$ cat config.mk
export PLATFORM = sky130hd
export DESIGN_NAME = ultrasonic_echo_ranger_top_flat
export DESIGN_NICKNAME = d
export VERILOG_FILES = /design/src/sv/uer_pkg.sv /design/src/sv/uer_if.sv /design/src/sv/ultrasonic_echo_ranger_top.sv /design/src/sv/uer_core.sv /design/src/flat_wrapper.sv
export SDC_FILE = /design/constraint.sdc
export NUM_CORES = 1
export LEC_CHECK = 0
export ABC_CLOCK_PERIOD_IN_PS = 9690
export CAP_MARGIN = 20
export CORE_MARGIN = 2
export CORE_UTILIZATION = 57
export CTS_CLUSTER_DIAMETER = 50
export DETAILED_ROUTE_END_ITERATION = 10
export DONT_BUFFER_PORTS = 1
export PLACE_DENSITY = 0.81
export SLEW_MARGIN = 20
export SYNTH_ARGS = -nofsm -noshare
export SYNTH_HDL_FRONTEND = slang
export SYNTH_SLANG_ARGS = --single-unit
$ cat constraint.sdc
create_clock -name clk -period 9.69 [get_ports clk]
set_input_delay 0.969 -clock clk [delete_from_list [all_inputs] [get_ports clk]]
set_output_delay 0.969 -clock clk [all_outputs]
set_load 0.01 [all_outputs]
$ cat src/sv/uer_pkg.sv
// shared types, codes and constants for the ultrasonic echo ranger
`timescale 1ns / 1ps
package uer_pkg;

  localparam logic [1:0] ACT_TICK  = 2'd0;
  localparam logic [1:0] ACT_START = 2'd1;
  localparam logic [1:0] ACT_STOP  = 2'd2;

  localparam logic [1:0] REG_TRIGGER_TICKS = 2'd0;
  localparam logic [1:0] REG_TIMEOUT_TICKS = 2'd1;
  localparam logic [1:0] REG_FAILURE_LIMIT = 2'd2;
  localparam logic [1:0] REG_PERIOD_TICKS  = 2'd3;

  localparam int CFG_DATA_W = 20;
  localparam int CNT_W      = 20;
  localparam int WIDTH_W    = 16;
  localparam int DIST_W     = 14;
  localparam int FAIL_W     = 4;

  localparam logic [7:0]  TRIGGER_RESET = 8'd10;
  localparam logic [15:0] TIMEOUT_RESET = 16'd30000;
  localparam logic [3:0]  LIMIT_RESET   = 4'd3;
  localparam logic [19:0] PERIOD_RESET  = 20'd1000000;

  localparam logic [CNT_W-1:0]   CNT_MAX   = {CNT_W{1'b1}};
  localparam logic [WIDTH_W-1:0] WIDTH_MAX = {WIDTH_W{1'b1}};

  // distance = floor(width * 1715 / 10000), kept as a running quotient
  localparam logic [DIST_W:0]   DIST_NUM = 15'd1715;
  localparam logic [DIST_W:0]   DIST_DEN = 15'd10000;

  typedef struct packed {
    logic [7:0]  trigger_ticks;
    logic [15:0] timeout_ticks;
    logic [3:0]  failure_limit;
    logic [19:0] period_ticks;
  } cfg_t;

  typedef struct packed {
    logic               trigger_level;
    logic               result_valid;
    logic               measure_ok;
    logic [WIDTH_W-1:0] pulse_width_us;
    logic [DIST_W-1:0]  distance_mm;
    logic               alarm_active;
    logic               alarm_raised;
    logic               reconnected;
  } res_t;

endpackage

$ cat src/sv/uer_if.sv
// tick and result channel interfaces
`timescale 1ns / 1ps
interface uer_tick_if;
  logic       valid;
  logic       ready;
  logic [1:0] action;
  logic       echo_level;

  modport source (output valid, action, echo_level, input ready);
  modport sink (input valid, action, echo_level, output ready);
endinterface

interface uer_result_if;
  logic        valid;
  logic        ready;
  logic        trigger_level;
  logic        result_valid;
  logic        measure_ok;
  logic [15:0] pulse_width_us;
  logic [13:0] distance_mm;
  logic        alarm_active;
  logic        alarm_raised;
  logic        reconnected;

  modport source (output valid, trigger_level, result_valid, measure_ok, pulse_width_us,
                  distance_mm, alarm_active, alarm_raised, reconnected, input ready);
  modport sink (input valid, trigger_level, result_valid, measure_ok, pulse_width_us,
                distance_mm, alarm_active, alarm_raised, reconnected, output ready);
endinterface

$ cat src/sv/ultrasonic_echo_ranger_top.sv
// ultrasonic echo ranger top level: config registers, tick and result registers
`timescale 1ns / 1ps
// Usage: one word on the tick channel per microsecond tick, carrying the
// command (plain tick, start, stop) and the sampled echo pin level. Every
// accepted tick word yields exactly one result word: the trigger pin level
// for that tick, a finished-measurement flag with success, pulse width and
// distance in mm, and the alarm level with its raise and reconnect pulses.
// Configuration registers (trigger, timeout, failure limit, period) are
// written through cfg_write / cfg_index / cfg_data while no word is in flight.
// A tick word is captured in the input register, processed by the sequencer
// and lands in the result register, where its result word is offered until
// the receiver takes it. Throughput is one word per cycle while the result
// receiver keeps ready high; the sequencer state advances once per word.
// Distance is tracked as a running quotient during the echo, so no
// multiplier sits in the path.
// Reset clears the sequencer (not running, idle phase, no alarm), loads the
// register defaults and empties both word registers. When the result
// receiver stalls, the result word holds, one more tick word is taken into
// the input register, and then ready drops until the result is taken.
module ultrasonic_echo_ranger_top
  import uer_pkg::*;
(
  input  logic                  clk,
  input  logic                  rst,
  uer_tick_if.sink              tick,
  uer_result_if.source          result,
  input  logic                  cfg_write,
  input  logic [1:0]            cfg_index,
  input  logic [CFG_DATA_W-1:0] cfg_data
);

  cfg_t       cfg;
  logic       tick_valid;
  logic [1:0] tick_action;
  logic       tick_echo;
  logic       result_valid;
  res_t       result_word;
  res_t       core_res;
  logic       advance;

  assign advance    = tick_valid && (!result_valid || result.ready);
  assign tick.ready = !tick_valid || advance;

  always_ff @(posedge clk) begin
    if (rst) begin
      cfg.trigger_ticks <= TRIGGER_RESET;
      cfg.timeout_ticks <= TIMEOUT_RESET;
      cfg.failure_limit <= LIMIT_RESET;
      cfg.period_ticks  <= PERIOD_RESET;
    end else if (cfg_write) begin
      unique case (cfg_index)
        REG_TRIGGER_TICKS: cfg.trigger_ticks <= cfg_data[7:0];
        REG_TIMEOUT_TICKS: cfg.timeout_ticks <= cfg_data[15:0];
        REG_FAILURE_LIMIT: cfg.failure_limit <= cfg_data[3:0];
        REG_PERIOD_TICKS:  cfg.period_ticks  <= cfg_data[19:0];
        default: ;
      endcase
    end
  end

  always_ff @(posedge clk) begin
    if (rst) begin
      tick_valid <= 1'b0;
    end else if (tick.ready) begin
      tick_valid <= tick.valid;
    end
  end

  always_ff @(posedge clk) begin
    if (tick.valid && tick.ready) begin
      tick_action <= tick.action;
      tick_echo   <= tick.echo_level;
    end
  end

  uer_core u_core (
    .clk        (clk),
    .rst        (rst),
    .en         (advance),
    .action     (tick_action),
    .echo_level (tick_echo),
    .cfg        (cfg),
    .res        (core_res)
  );

  always_ff @(posedge clk) begin
    if (rst) begin
      result_valid <= 1'b0;
    end else if (advance) begin
      result_valid <= 1'b1;
    end else if (result.ready) begin
      result_valid <= 1'b0;
    end
  end

  always_ff @(posedge clk) begin
    if (advance) begin
      result_word <= core_res;
    end
  end

  assign result.valid          = result_valid;
  assign result.trigger_level  = result_word.trigger_level;
  assign result.result_valid   = result_word.result_valid;
  assign result.measure_ok     = result_word.measure_ok;
  assign result.pulse_width_us = result_word.pulse_width_us;
  assign result.distance_mm    = result_word.distance_mm;
  assign result.alarm_active   = result_word.alarm_active;
  assign result.alarm_raised   = result_word.alarm_raised;
  assign result.reconnected    = result_word.reconnected;

  a_no_overwrite: assert property (@(posedge clk) disable iff (rst)
    result_valid && !result.ready |-> !advance)
    else $error("pending result word overwritten");

  a_advance_fills: assert property (@(posedge clk) disable iff (rst)
    advance |=> result_valid)
    else $error("processed word not offered");

  a_held_tick: assert property (@(posedge clk) disable iff (rst)
    tick_valid && !advance |=> tick_valid && $stable(tick_action) && $stable(tick_echo))
    else $error("waiting tick word lost");

endmodule

$ cat src/sv/uer_core.sv
// ranging sequencer: phase control, echo timing, failure count and alarm
`timescale 1ns / 1ps
module uer_core
  import uer_pkg::*;
(
  input  logic       clk,
  input  logic       rst,
  input  logic       en,
  input  logic [1:0] action,
  input  logic       echo_level,
  input  cfg_t       cfg,
  output res_t       res
);

  typedef enum logic [1:0] {PH_IDLE, PH_TRIG, PH_MEAS, PH_WAIT} phase_t;

  logic               running, running_next;
  phase_t             phase, phase_next;
  logic [CNT_W-1:0]   phase_counter, phase_counter_next;
  logic [WIDTH_W-1:0] width_counter, width_counter_next;
  logic [DIST_W-1:0]  dist_acc, dist_acc_next;
  logic [DIST_W-1:0]  dist_rem, dist_rem_next;
  logic               rise_seen, rise_seen_next;
  logic               echo_previous;
  logic [FAIL_W-1:0]  failure_count, failure_count_next;
  logic               alarm_flag, alarm_flag_next;

  always_comb begin
    logic              rise;
    logic              fall;
    logic              done;
    logic              success;
    logic [DIST_W:0]   rem_sum;
    logic [FAIL_W-1:0] lim;
    logic [FAIL_W:0]   fc_inc;

    rise    = echo_level & ~echo_previous;
    fall    = ~echo_level & echo_previous;
    done    = 1'b0;
    success = 1'b0;
    rem_sum = {1'b0, dist_rem} + DIST_NUM;
    lim     = (cfg.failure_limit == '0) ? FAIL_W'(1) : cfg.failure_limit;
    fc_inc  = {1'b0, failure_count} + (FAIL_W+1)'(1);

    running_next       = running;
    phase_next         = phase;
    phase_counter_next = phase_counter;
    width_counter_next = width_counter;
    dist_acc_next      = dist_acc;
    dist_rem_next      = dist_rem;
    rise_seen_next     = rise_seen;
    failure_count_next = failure_count;
    alarm_flag_next    = alarm_flag;
    res                = '0;

    if (action == ACT_START) begin
      running_next       = 1'b1;
      failure_count_next = '0;
      alarm_flag_next    = 1'b0;
      if (phase == PH_IDLE) begin
        phase_next         = PH_TRIG;
        phase_counter_next = '0;
      end
    end else if (action == ACT_STOP) begin
      running_next       = 1'b0;
      phase_next         = PH_IDLE;
      phase_counter_next = '0;
      width_counter_next = '0;
      dist_acc_next      = '0;
      dist_rem_next      = '0;
      rise_seen_next     = 1'b0;
    end

    if (running_next) begin
      if (phase_next == PH_IDLE) begin
        phase_next         = PH_TRIG;
        phase_counter_next = '0;
      end
      if (phase_next == PH_TRIG) begin
        res.trigger_level = 1'b1;
        if (phase_counter_next != CNT_MAX) phase_counter_next = phase_counter_next + 1'b1;
        if (phase_counter_next >= CNT_W'(cfg.trigger_ticks)) begin
          phase_next         = PH_MEAS;
          phase_counter_next = '0;
          width_counter_next = '0;
          dist_acc_next      = '0;
          dist_rem_next      = '0;
          rise_seen_next     = 1'b0;
        end
      end else if (phase_next == PH_MEAS) begin
        if (phase_counter_next != CNT_MAX) phase_counter_next = phase_counter_next + 1'b1;
        if (rise) begin
          rise_seen_next     = 1'b1;
          width_counter_next = '0;
          dist_acc_next      = '0;
          dist_rem_next      = '0;
        end else if (rise_seen_next && width_counter_next != WIDTH_MAX) begin
          width_counter_next = width_counter_next + 1'b1;
          // one more tick of width adds 0.1715 mm
          if (rem_sum >= DIST_DEN) begin
            dist_rem_next = DIST_W'(rem_sum - DIST_DEN);
            dist_acc_next = dist_acc_next + 1'b1;
          end else begin
            dist_rem_next = DIST_W'(rem_sum);
          end
        end
        if (fall) begin
          done    = 1'b1;
          success = rise_seen_next && (width_counter_next != '0);
        end else if (phase_counter_next >= CNT_W'(cfg.timeout_ticks)) begin
          done = 1'b1;
        end
        if (done) begin
          res.result_valid = 1'b1;
          if (success) begin
            res.measure_ok     = 1'b1;
            res.pulse_width_us = width_counter_next;
            res.distance_mm    = dist_acc_next;
            failure_count_next = '0;
            if (alarm_flag_next) begin
              alarm_flag_next  = 1'b0;
              res.reconnected  = 1'b1;
            end
          end else begin
            failure_count_next = (fc_inc >= {1'b0, lim}) ? lim : FAIL_W'(fc_inc);
            if (failure_count_next >= lim && !alarm_flag_next) begin
              alarm_flag_next  = 1'b1;
              res.alarm_raised = 1'b1;
            end
          end
          phase_next         = PH_WAIT;
          phase_counter_next = '0;
          width_counter_next = '0;
          dist_acc_next      = '0;
          dist_rem_next      = '0;
          rise_seen_next     = 1'b0;
        end
      end else begin
        if (phase_counter_next != CNT_MAX) phase_counter_next = phase_counter_next + 1'b1;
        if (phase_counter_next >= cfg.period_ticks) begin
          phase_next         = PH_TRIG;
          phase_counter_next = '0;
        end
      end
    end

    res.alarm_active = alarm_flag_next;
  end

  always_ff @(posedge clk) begin
    if (rst) begin
      running       <= 1'b0;
      phase         <= PH_IDLE;
      phase_counter <= '0;
      width_counter <= '0;
      dist_acc      <= '0;
      dist_rem      <= '0;
      rise_seen     <= 1'b0;
      echo_previous <= 1'b0;
      failure_count <= '0;
      alarm_flag    <= 1'b0;
    end else if (en) begin
      running       <= running_next;
      phase         <= phase_next;
      phase_counter <= phase_counter_next;
      width_counter <= width_counter_next;
      dist_acc      <= dist_acc_next;
      dist_rem      <= dist_rem_next;
      rise_seen     <= rise_seen_next;
      echo_previous <= echo_level;
      failure_count <= failure_count_next;
      alarm_flag    <= alarm_flag_next;
    end
  end

  a_stop_idles: assert property (@(posedge clk) disable iff (rst)
    en && action == ACT_STOP |=> phase == PH_IDLE && !running)
    else $error("stop word did not return to idle");

  a_raised_sets_alarm: assert property (@(posedge clk) disable iff (rst)
    en && res.alarm_raised |-> res.alarm_active && !res.reconnected)
    else $error("alarm pulse without alarm level");

  a_no_result_no_data: assert property (@(posedge clk) disable iff (rst)
    en && !res.result_valid |-> res.pulse_width_us == '0 && res.distance_mm == '0)
    else $error("result data without a finished measurement");

  a_rem_bounded: assert property (@(posedge clk) disable iff (rst)
    {1'b0, dist_rem} < DIST_DEN)
    else $error("distance remainder out of range");

  a_fail_bounded: assert property (@(posedge clk) disable iff (rst)
    en && res.result_valid && !res.measure_ok |=> failure_count != '0)
    else $error("failure not counted");

endmodule

$ cat src/flat_wrapper.sv
// flat-port wrapper written by rule: the top's interface ports become plain ports
module ultrasonic_echo_ranger_top_flat import uer_pkg::*;
  (clk, rst, cfg_write, cfg_index, cfg_data, tick_valid, tick_action, tick_echo_level, tick_ready, result_valid, result_trigger_level, result_result_valid, result_measure_ok, result_pulse_width_us, result_distance_mm, result_alarm_active, result_alarm_raised, result_reconnected, result_ready);
  uer_tick_if tick_i ();
  uer_result_if result_i ();
  input  logic clk;
  input  logic rst;
  input  logic cfg_write;
  input  logic [1:0] cfg_index;
  input  logic [CFG_DATA_W-1:0] cfg_data;
  input wire logic [$bits(tick_i.valid)-1:0] tick_valid;
  input wire logic [$bits(tick_i.action)-1:0] tick_action;
  input wire logic [$bits(tick_i.echo_level)-1:0] tick_echo_level;
  output wire logic [$bits(tick_i.ready)-1:0] tick_ready;
  output wire logic [$bits(result_i.valid)-1:0] result_valid;
  output wire logic [$bits(result_i.trigger_level)-1:0] result_trigger_level;
  output wire logic [$bits(result_i.result_valid)-1:0] result_result_valid;
  output wire logic [$bits(result_i.measure_ok)-1:0] result_measure_ok;
  output wire logic [$bits(result_i.pulse_width_us)-1:0] result_pulse_width_us;
  output wire logic [$bits(result_i.distance_mm)-1:0] result_distance_mm;
  output wire logic [$bits(result_i.alarm_active)-1:0] result_alarm_active;
  output wire logic [$bits(result_i.alarm_raised)-1:0] result_alarm_raised;
  output wire logic [$bits(result_i.reconnected)-1:0] result_reconnected;
  input wire logic [$bits(result_i.ready)-1:0] result_ready;
  assign tick_i.valid = tick_valid;
  assign tick_i.action = tick_action;
  assign tick_i.echo_level = tick_echo_level;
  assign tick_ready = tick_i.ready;
  assign result_valid = result_i.valid;
  assign result_trigger_level = result_i.trigger_level;
  assign result_result_valid = result_i.result_valid;
  assign result_measure_ok = result_i.measure_ok;
  assign result_pulse_width_us = result_i.pulse_width_us;
  assign result_distance_mm = result_i.distance_mm;
  assign result_alarm_active = result_i.alarm_active;
  assign result_alarm_raised = result_i.alarm_raised;
  assign result_reconnected = result_i.reconnected;
  assign result_i.ready = result_ready;
  ultrasonic_echo_ranger_top u_core (.clk(clk), .rst(rst), .tick(tick_i), .result(result_i), .cfg_write(cfg_write), .cfg_index(cfg_index), .cfg_data(cfg_data));
endmodule
==> reports/results.ini, run 1 <==
[yosys]
yosys.area.top_type_share_pct=24.4
synth.largest_area_cell=sky130_fd_sc_hd__dfxtp_1
yosys-top-cells-count=sky130_fd_sc_hd__nand2_1 (159), sky130_fd_sc_hd__dfxtp_1 (124), sky130_fd_sc_hd__nor2_1 (122)
synthesis.area_um2=10200
number_of_enable_type_register_cells_in_the_synthesized_netlist=39
ys_async_sr_fraction_pct=0
synth.yosys.seq_area_share_pct=36.0
syn-num-nets=1336
yosys-top-cells-area=sky130_fd_sc_hd__dfxtp_1 (24%), sky130_fd_sc_hd__edfxtp_1 (12%), sky130_fd_sc_hd__ha_1 (7.4%)
synth_cell_type_count=73
post_synth_inst_count=1246
yosys_warnings=0
synthMostInstantiatedCell=sky130_fd_sc_hd__nand2_1
yosys_register_bits=163
yosys_most_used_dff=sky130_fd_sc_hd__dfxtp_1
post_synth.cell_area_avg_um2=8.15

[clocking]
numClockSinks=163
insertion_delay_ns=0.44
clock_tree.htree_level_count=4
cts.repair.resized=0
clock_tree.buffer_depth=2
clock_tree.root_cell=sky130_fd_sc_hd__clkbuf_16
post-cts-setup-buffer-count=0
cts-buffers-inserted=17
cts_hold_buffers=0
cts_tree=built
worst_setup_hold_path_clk_slew_ns=0.06

[place]
place.detailed.hpwl_mm=18.3
portBuffers=0
place.gp.congestion=0.932
place_inst=1413

[die]
top_level_port_count=68
die_width_um=138
floorplan.die_area_um2=18900
num_rows=48
initial_utilization_pct=58.5
core_region_area_um2=17400
chipHeight_um=138

[global_routing]
initial_antenna_violation_count=0
grt_first_pass_wirelength_mm=42.0
largest_net_degree_at_the_start_of_global_routing=93
grtUsageTotal_pct=27.9
number_of_global_route_vias_before_repair=8677
globalRoute.totalOverflow=0

[min_path]
worstHoldPathType=flip-flop to flip-flop
hold_path_startpoint=u_core.cfg[8]
timing.hold.worst_path_depth=2
timing.hold.worst_endpoint=u_core.cfg[8]

[layout]
insertedDiodeCount=0
final_layout_size_suffix_gt1_share_pct=6.07
post_layout_nonfiller_instances=1445
seqCellArea_um2=3650
finish.utilization_pct=62.2
nFillCells=1473
areaGrowthSynthToFinish_pct=6.33
multi_input_comb_area_um2=5970
nNetsFinal=1297

[detailed_routing]
firstDrtPassIters=6
initialDrtViolationCount=1091
postRouteAntennaNets=0
vias=9258
route.detailed.vias_per_inst=6.41
avgRoutedWirePerCell_um=17.9
detail_route.drc_violations=0
detail_route.wirelength_mm=25.9

[timing]
post-route-min-period_ns=5.98
clock-skew-final_ns=0.0125
final-setup-viol-count=0
min_period_over_period_pct=61.7
grt_setup_unrepaired=false
timing.setup.tns_ns=0
final-hold-violation-count=0
finalMaxSlewViolations=0
worst_hold_slack_ns=0.453
max_clock_freq_ghz=0.167
worst_slew_margin_rel_pct=35.3
worst_pin_slew_ns=0.970

[flow_run]
drv_cap=0

[critical_path]
crit_path_start_kind=flip-flop
timing.setup.critical_path_class=flip-flop to flip-flop
critical_path.reg2reg.endpoint=u_core.u_core.dist_rem[13]
r2r-start=u_core.tick_action[1]
worst-endpoint-required_ns=10.04
cpMaxStageDelayCell=sky130_fd_sc_hd__or4_1
crit_start=u_core.tick_action[1]
r2r_worst_path_depth=20
critical_path.cell_chain=nand2b_1 > buf_4 > and3_1 > ha_1 > nand2_1 > or3_1 > or4_1 > nand2_1 > nor2_1 > xnor2_1 > nor2_1 > ha_1 > a211o_1 > a21oi_1 > o21ai_0 > a21oi_1 > and4_1 > and3_1 > a211oi_2 > o32ai_1
cp_slowest_stage_delay_ns=0.71
crit_fanout=45
cp.arrival_ns=6.32
crit_path_end_kind=flip-flop
regToRegSetupSlack_ns=3.71

[pwr]
totalPowerFinal_mw=1.44
total_leakage_power_nw=3.93
pd_cells_nw_per_um2=134
vdd.ir_drop.worst_uv=127

[status]
outcome=completed

worst max-delay path by stage:
stage / end / slack [ns] / cells after the start
global route: u_core.u_core.dist_acc[10] / 3.32 / 21
floorplan: u_core.u_core.width_counter[13] / 4.12 / 26
finish: u_core.u_core.dist_rem[13] / 3.71 / 20
CTS: u_core.u_core.dist_rem[13] / 3.83 / 20
global placement: u_core.u_core.dist_rem[1] / 4.02 / 20
detailed placement: u_core.u_core.dist_rem[13] / 3.89 / 20
critical path: cells and delay by family (launching register included):
kind | cells | cell delay [ns]
buffers and inverters | 1 | 0.39
DFF | 1 | 0.40
AOI/OAI and AO/OA | 6 | 1.38
and+or+nand+nor | 10 | 2.97
adders and majority gates | 2 | 0.61
xor gates and xnor gates | 1 | 0.12
cells in the final DEF (no fill, tap or decap), types with 18 or more instances in the layout:
cell,synthesis,final
sky130_fd_sc_hd__nand3_1,38,38
sky130_fd_sc_hd__edfxtp_1,39,39
sky130_fd_sc_hd__nor2_1,122,122
sky130_fd_sc_hd__inv_1,69,69
sky130_fd_sc_hd__a21oi_1,93,93
sky130_fd_sc_hd__clkbuf_16,0,18
sky130_fd_sc_hd__a21o_1,23,23
sky130_fd_sc_hd__a211o_1,22,22
sky130_fd_sc_hd__o21ai_0,50,49
sky130_fd_sc_hd__nand2b_1,21,21
sky130_fd_sc_hd__and3_1,19,19
sky130_fd_sc_hd__nand2_1,159,159
sky130_fd_sc_hd__xnor2_1,30,30
sky130_fd_sc_hd__dfxtp_1,124,124
sky130_fd_sc_hd__nor3_1,24,24
sky130_fd_sc_hd__nand4_1,28,28
sky130_fd_sc_hd__ha_1,60,60
sky130_fd_sc_hd__xor2_1,18,18
sky130_fd_sc_hd__a22o_1,21,21
power by group:
group / total, mW / internal [mW] / switching, mW
clock network: 0.646 / 0.372 / 0.274
logic: 0.0731 / 0.0217 / 0.0514
registers: 0.724 / 0.713 / 0.0107
cells by family (layout without fill, tap and decap cells):
family / count (synthesis) / after routing / share of synthesized area [%]
compound gates: 320 / 320 / 21.4
xor+xnor: 48 / 48 / 4.14
fa+ha+maj: 60 / 60 / 7.39
buf+inv: 138 / 112 / 5.37
flops: 163 / 163 / 36.0
mux: 11 / 11 / 1.11
simple gates: 506 / 506 / 24.6
layout make-up:
cell class	instances	share of cell area (%)
Clock buffer	22	4.40
Clock inverter	10	0.765
Inverter	71	2.47
Multi-Input combinational cell	945	55.3
Sequential cell	163	33.8
Tap cell	225	2.61
Timing Repair Buffer	9	0.626
per-layer routing:
layer,vias up,share of wire [%],track usage (%)
met2,455,48,47.8
li1,4429,-,-
met4,0,2.4,10.9
met5,-,0,0
met3,69,7.7,5.78
met1,4305,42,34.3
flip-flops by register name, indices dropped and copies added (netlist names), 2 cells and up:
name                          flops
u_core.u_core.failure_count       4
u_core.cfg                       48
u_core.u_core.phase               2
u_core.tick_action                2
u_core.u_core.width_counter      16
u_core.u_core.dist_acc           14
u_core.u_core.dist_rem           14
u_core.u_core.phase_counter      20
u_core.result.pulse_width_us     16
u_core.result.distance_mm        14
through the flow:
stage	worst slack, ns	instance area, um^2
4_1_cts	3.83	10800
2_1_floorplan	4.12	10200
3_3_place_gp	4.02	10200
6_report	3.71	10800
3_5_place_dp	3.89	10200
5_1_grt	3.32	10800
(Power assumes the default switching activity.)
==> run 2, diff against run 1 <==
Settings changed: ABC_CLOCK_PERIOD_IN_PS 9690 to 6000.
Clock period 9.69 ns to 6 ns, I/O delays scaled along.
==> run 2 against run 1 <==
Effect of this change:
- first-iteration DRC count decreased by 2.1%
- via count down 0.68%
- register-to-register slack worse by 3.2 ns
- critical path depth is the same
- count of clock-buffer cells in the layout stayed put
- design area is 0.51% higher
- final cell count increased by 0.35%
- critical endpoint is now u_core.u_core.width_counter[13]
- highest routed layer unchanged
==> reports/results.ini, run 2 (synthesis gave the netlist of run 1 again) <==
[critical_path]
timing.setup.critical_path_class=flip-flop to flip-flop  ; unchanged
crit_path_end_kind=flip-flop  ; unchanged
critical_path.reg2reg.endpoint=u_core.u_core.width_counter[13]  ; was u_core.u_core.dist_rem[13]
regToRegSetupSlack_ns=0.55  ; was 3.71 ns
crit_path_start_kind=flip-flop  ; unchanged
r2r-start=u_core.u_core.phase[1]  ; was u_core.tick_action[1]
cp_common_cell=sky130_fd_sc_hd__nand2_1
cpMaxStageDelayCell=sky130_fd_sc_hd__or4_4  ; was sky130_fd_sc_hd__or4_1
worst-endpoint-required_ns=6.37  ; was 10.04 ns
crit_fanout=12  ; was 45
r2r_worst_path_depth=20  ; unchanged
cp_num_buf_inv=0  ; was 1
critical_path.cell_chain=or2_2 > and3_1 > ha_1 > nand2_1 > or3_1 > or4_4 > nand2_1 > nor2_1 > xnor2_1 > nor2_1 > ha_1 > a211o_1 > a21oi_1 > o21ai_0 > a21oi_2 > nand3_1 > nor3_4 > nand2_1 > or3_1 > a21oi_1  ; was nand2b_1 > buf_4 > and3_1 > ha_1 > nand2_1 > or3_1 > or4_1 > nand2_1 > nor2_1 > xnor2_1 > nor2_1 > ha_1 > a211o_1 > a21oi_1 > o21ai_0 > a21oi_1 > and4_1 > and3_1 > a211oi_2 > o32ai_1
critPathTopFamily=simple AND/OR/NAND/NOR gates  ; unchanged
cp_slowest_stage_delay_ns=0.62  ; was 0.71 ns
cp.arrival_ns=5.82  ; was 6.32 ns

[timing]
grt_setup_unrepaired=false  ; unchanged
max_clock_freq_ghz=0.183  ; was 0.167 GHz
clock-skew-final_ns=0.00815  ; was 0.0125 ns
worst_hold_slack_ns=0.241  ; was 0.453 ns
timing.setup.tns_ns=0  ; unchanged
worst_pin_slew_ns=0.998  ; was 0.970 ns
worst_slack_ns=0.550  ; was 3.71 ns
min_period_over_period_pct=90.8  ; was 61.7%
post-route-min-period_ns=5.45  ; was 5.98 ns
final-hold-violation-count=0  ; unchanged
finalMaxSlewViolations=0  ; unchanged
worst_slew_margin_rel_pct=33.4  ; was 35.3%
final-setup-viol-count=0  ; unchanged

[min_path]
hold_path_startpoint=rst  ; was u_core.cfg[8]
timing.hold.worst_endpoint=u_core.tick_valid  ; was u_core.cfg[8]
timing.hold.worst_path_depth=1  ; was 2
worstHoldPathType=input pin to flip-flop  ; was flip-flop to flip-flop

[clocking]
cts_tree=built  ; unchanged
cts-buffers-inserted=17  ; unchanged
clock_tree.buffer_depth=2  ; unchanged
insertion_delay_ns=0.44  ; about the same
clock_tree.root_cell=sky130_fd_sc_hd__clkbuf_16  ; unchanged
worst_setup_hold_path_clk_slew_ns=0.06  ; about the same
clock_tree.htree_level_count=4  ; unchanged
cts_hold_buffers=0  ; unchanged
numClockSinks=163  ; unchanged

[detailed_routing]
vias=9195  ; was 9,258
initialDrtViolationCount=1068  ; was 1,091
route.detailed.vias_per_inst=6.34  ; was 6.41
detail_route.wirelength_mm=26.2  ; was 25.9 mm
detail_route.drc_violations=0  ; unchanged
avgRoutedWirePerCell_um=18.1  ; was 17.9 um
firstDrtPassIters=5  ; was 6
postRouteAntennaNets=0  ; unchanged

[place]
place_inst=1415  ; was 1,413
preCtsSetupSlack_ns=0.164  ; was 3.89 ns
portBuffers=0  ; unchanged
place.detailed.hpwl_mm=18.4  ; was 18.3 mm
place.gp.congestion=0.940  ; was 0.932

[pwr]
vdd.ir_drop.worst_uv=191  ; was 127 uV
pd_cells_nw_per_um2=214  ; was 134 nW/um^2
switchingPower_mw=0.551  ; was 0.336 mW
comb_power_share_pct=5.1  ; about the same
power.share.sequential_pct=50.2  ; about the same
switching_share_pct=23.6  ; was 23.3%
total_leakage_power_nw=3.95  ; was 3.93 nW
power_report.internal_total_mw=1.78  ; was 1.11 mW
p_clk_share_pct=44.7  ; was 44.8%
totalPowerFinal_mw=2.33  ; was 1.44 mW

[layout]
regMostFlops=u_core.cfg  ; unchanged
areaGrowthSynthToFinish_pct=6.87  ; was 6.33%
seqCellArea_um2=3650  ; unchanged
largest_reg_flops=48  ; unchanged
largestRegisters=u_core.cfg (48), u_core.u_core.phase_counter (20)  ; unchanged
most-common-layout-cells=sky130_fd_sc_hd__nand2_1 (159), sky130_fd_sc_hd__dfxtp_1 (124), sky130_fd_sc_hd__nor2_1 (122)  ; unchanged
nFillCells=1501  ; was 1,473
post_layout_nonfiller_instances=1450  ; was 1,445
multi_input_comb_area_um2=6000  ; was 5970 um^2
final_common_cell=sky130_fd_sc_hd__nand2_1  ; unchanged
final_layout_size_suffix_gt1_share_pct=6.45  ; was 6.07%
insertedDiodeCount=0  ; unchanged
nNetsFinal=1302  ; was 1,297

[global_routing]
globalRoute.totalOverflow=0  ; unchanged
grt_first_pass_wirelength_mm=43.2  ; was 42.0 mm
grtUsageTotal_pct=28.6  ; was 27.9%
initial_antenna_violation_count=0  ; unchanged
number_of_global_route_vias_before_repair=8719  ; was 8,677
largest_net_degree_at_the_start_of_global_routing=93  ; unchanged

[status]
outcome=completed  ; unchanged

[die]
top_level_port_count=68  ; unchanged
initial_utilization_pct=58.5  ; unchanged
core_region_area_um2=17400  ; unchanged
num_rows=48  ; unchanged
floorplan.die_area_um2=18900  ; unchanged
die_width_um=138  ; unchanged
chipHeight_um=138  ; unchanged

[flow_run]
drv_cap=0  ; unchanged

## run 2: cell count changes in the layout (fill, tap and decap cells not counted), moves of 2 or more
cell,previous run,this run
sky130_fd_sc_hd__nor3_4,0,2
sky130_fd_sc_hd__clkinv_1,0,2
sky130_fd_sc_hd__buf_4,9,14
sky130_fd_sc_hd__clkinv_2,6,3
## run 2: timing repair
action | in CTS | in global routing
gates resized for setup | 0 | 7
setup buffers | 0 | 3
endpoints found under the setup margin | 0 | 34
## run 2: worst max path at each step
stage	startpoint	end	depth (start not counted)
global placement	u_core.u_core.phase[1]	u_core.u_core.width_counter[13]	20
global route	u_core.u_core.phase[1]	u_core.u_core.dist_acc[10]	20
floorplan	u_core.tick_action[1]	u_core.u_core.width_counter[13]	26
CTS	u_core.u_core.phase[1]	u_core.u_core.width_counter[13]	20
finish	u_core.u_core.phase[1]	u_core.u_core.width_counter[13]	20
detailed placement	u_core.u_core.phase[1]	u_core.u_core.width_counter[13]	20
## run 2: final cells by class
type	instances	share of cell area, %
well taps	225	2.59
clock buffers	22	4.29
inverters	71	2.45
multi-input cells	945	55.3
clock inverters	10	0.772
flip-flops and latches	163	33.7
repair buffers	14	0.968
## run 2: worst reg2reg max path, cell delays in order (launching register included)
cell,delay (ns)
sky130_fd_sc_hd__dfxtp_1,0.46
sky130_fd_sc_hd__or2_2,0.30
sky130_fd_sc_hd__and3_1,0.24
sky130_fd_sc_hd__ha_1,0.29
sky130_fd_sc_hd__nand2_1,0.10
sky130_fd_sc_hd__or3_1,0.44
sky130_fd_sc_hd__or4_4,0.62
sky130_fd_sc_hd__nand2_1,0.14
sky130_fd_sc_hd__nor2_1,0.06
sky130_fd_sc_hd__xnor2_1,0.12
sky130_fd_sc_hd__nor2_1,0.23
sky130_fd_sc_hd__ha_1,0.30
sky130_fd_sc_hd__a211o_1,0.29
sky130_fd_sc_hd__a21oi_1,0.12
sky130_fd_sc_hd__o21ai_0,0.13
sky130_fd_sc_hd__a21oi_2,0.28
sky130_fd_sc_hd__nand3_1,0.29
sky130_fd_sc_hd__nor3_4,0.41
sky130_fd_sc_hd__nand2_1,0.08
sky130_fd_sc_hd__or3_1,0.36
sky130_fd_sc_hd__a21oi_1,0.14
## run 2: per-stage QoR
stage | util [%] | area [um^2]
2_1_floorplan | - | 10200
3_3_place_gp | 59.1 | 10300
3_5_place_dp | 59.1 | 10300
4_1_cts | 62.3 | 10800
5_1_grt | 62.6 | 10900
6_report | 62.6 | 10900
## run 2: metal layers
metal	wire length [um]	GRT usage (%)	vias up
met3	1860	6.07	63
met5	0	0	-
li1	-	-	4445
met1	11200	36.6	4267
met2	12500	47.4	420
met4	603	10.9	0
## run 2: power groups by stage
stage                     combinational [mW]  sequential [mW]  clock [mW]
after detailed placement               0.116             1.19           0
after global routing                   0.132             1.17        1.09
final                                  0.119             1.17        1.04
after floorplan                       0.0952             1.19           0
after global placement                 0.113             1.19           0
after CTS                              0.118             1.17        1.05
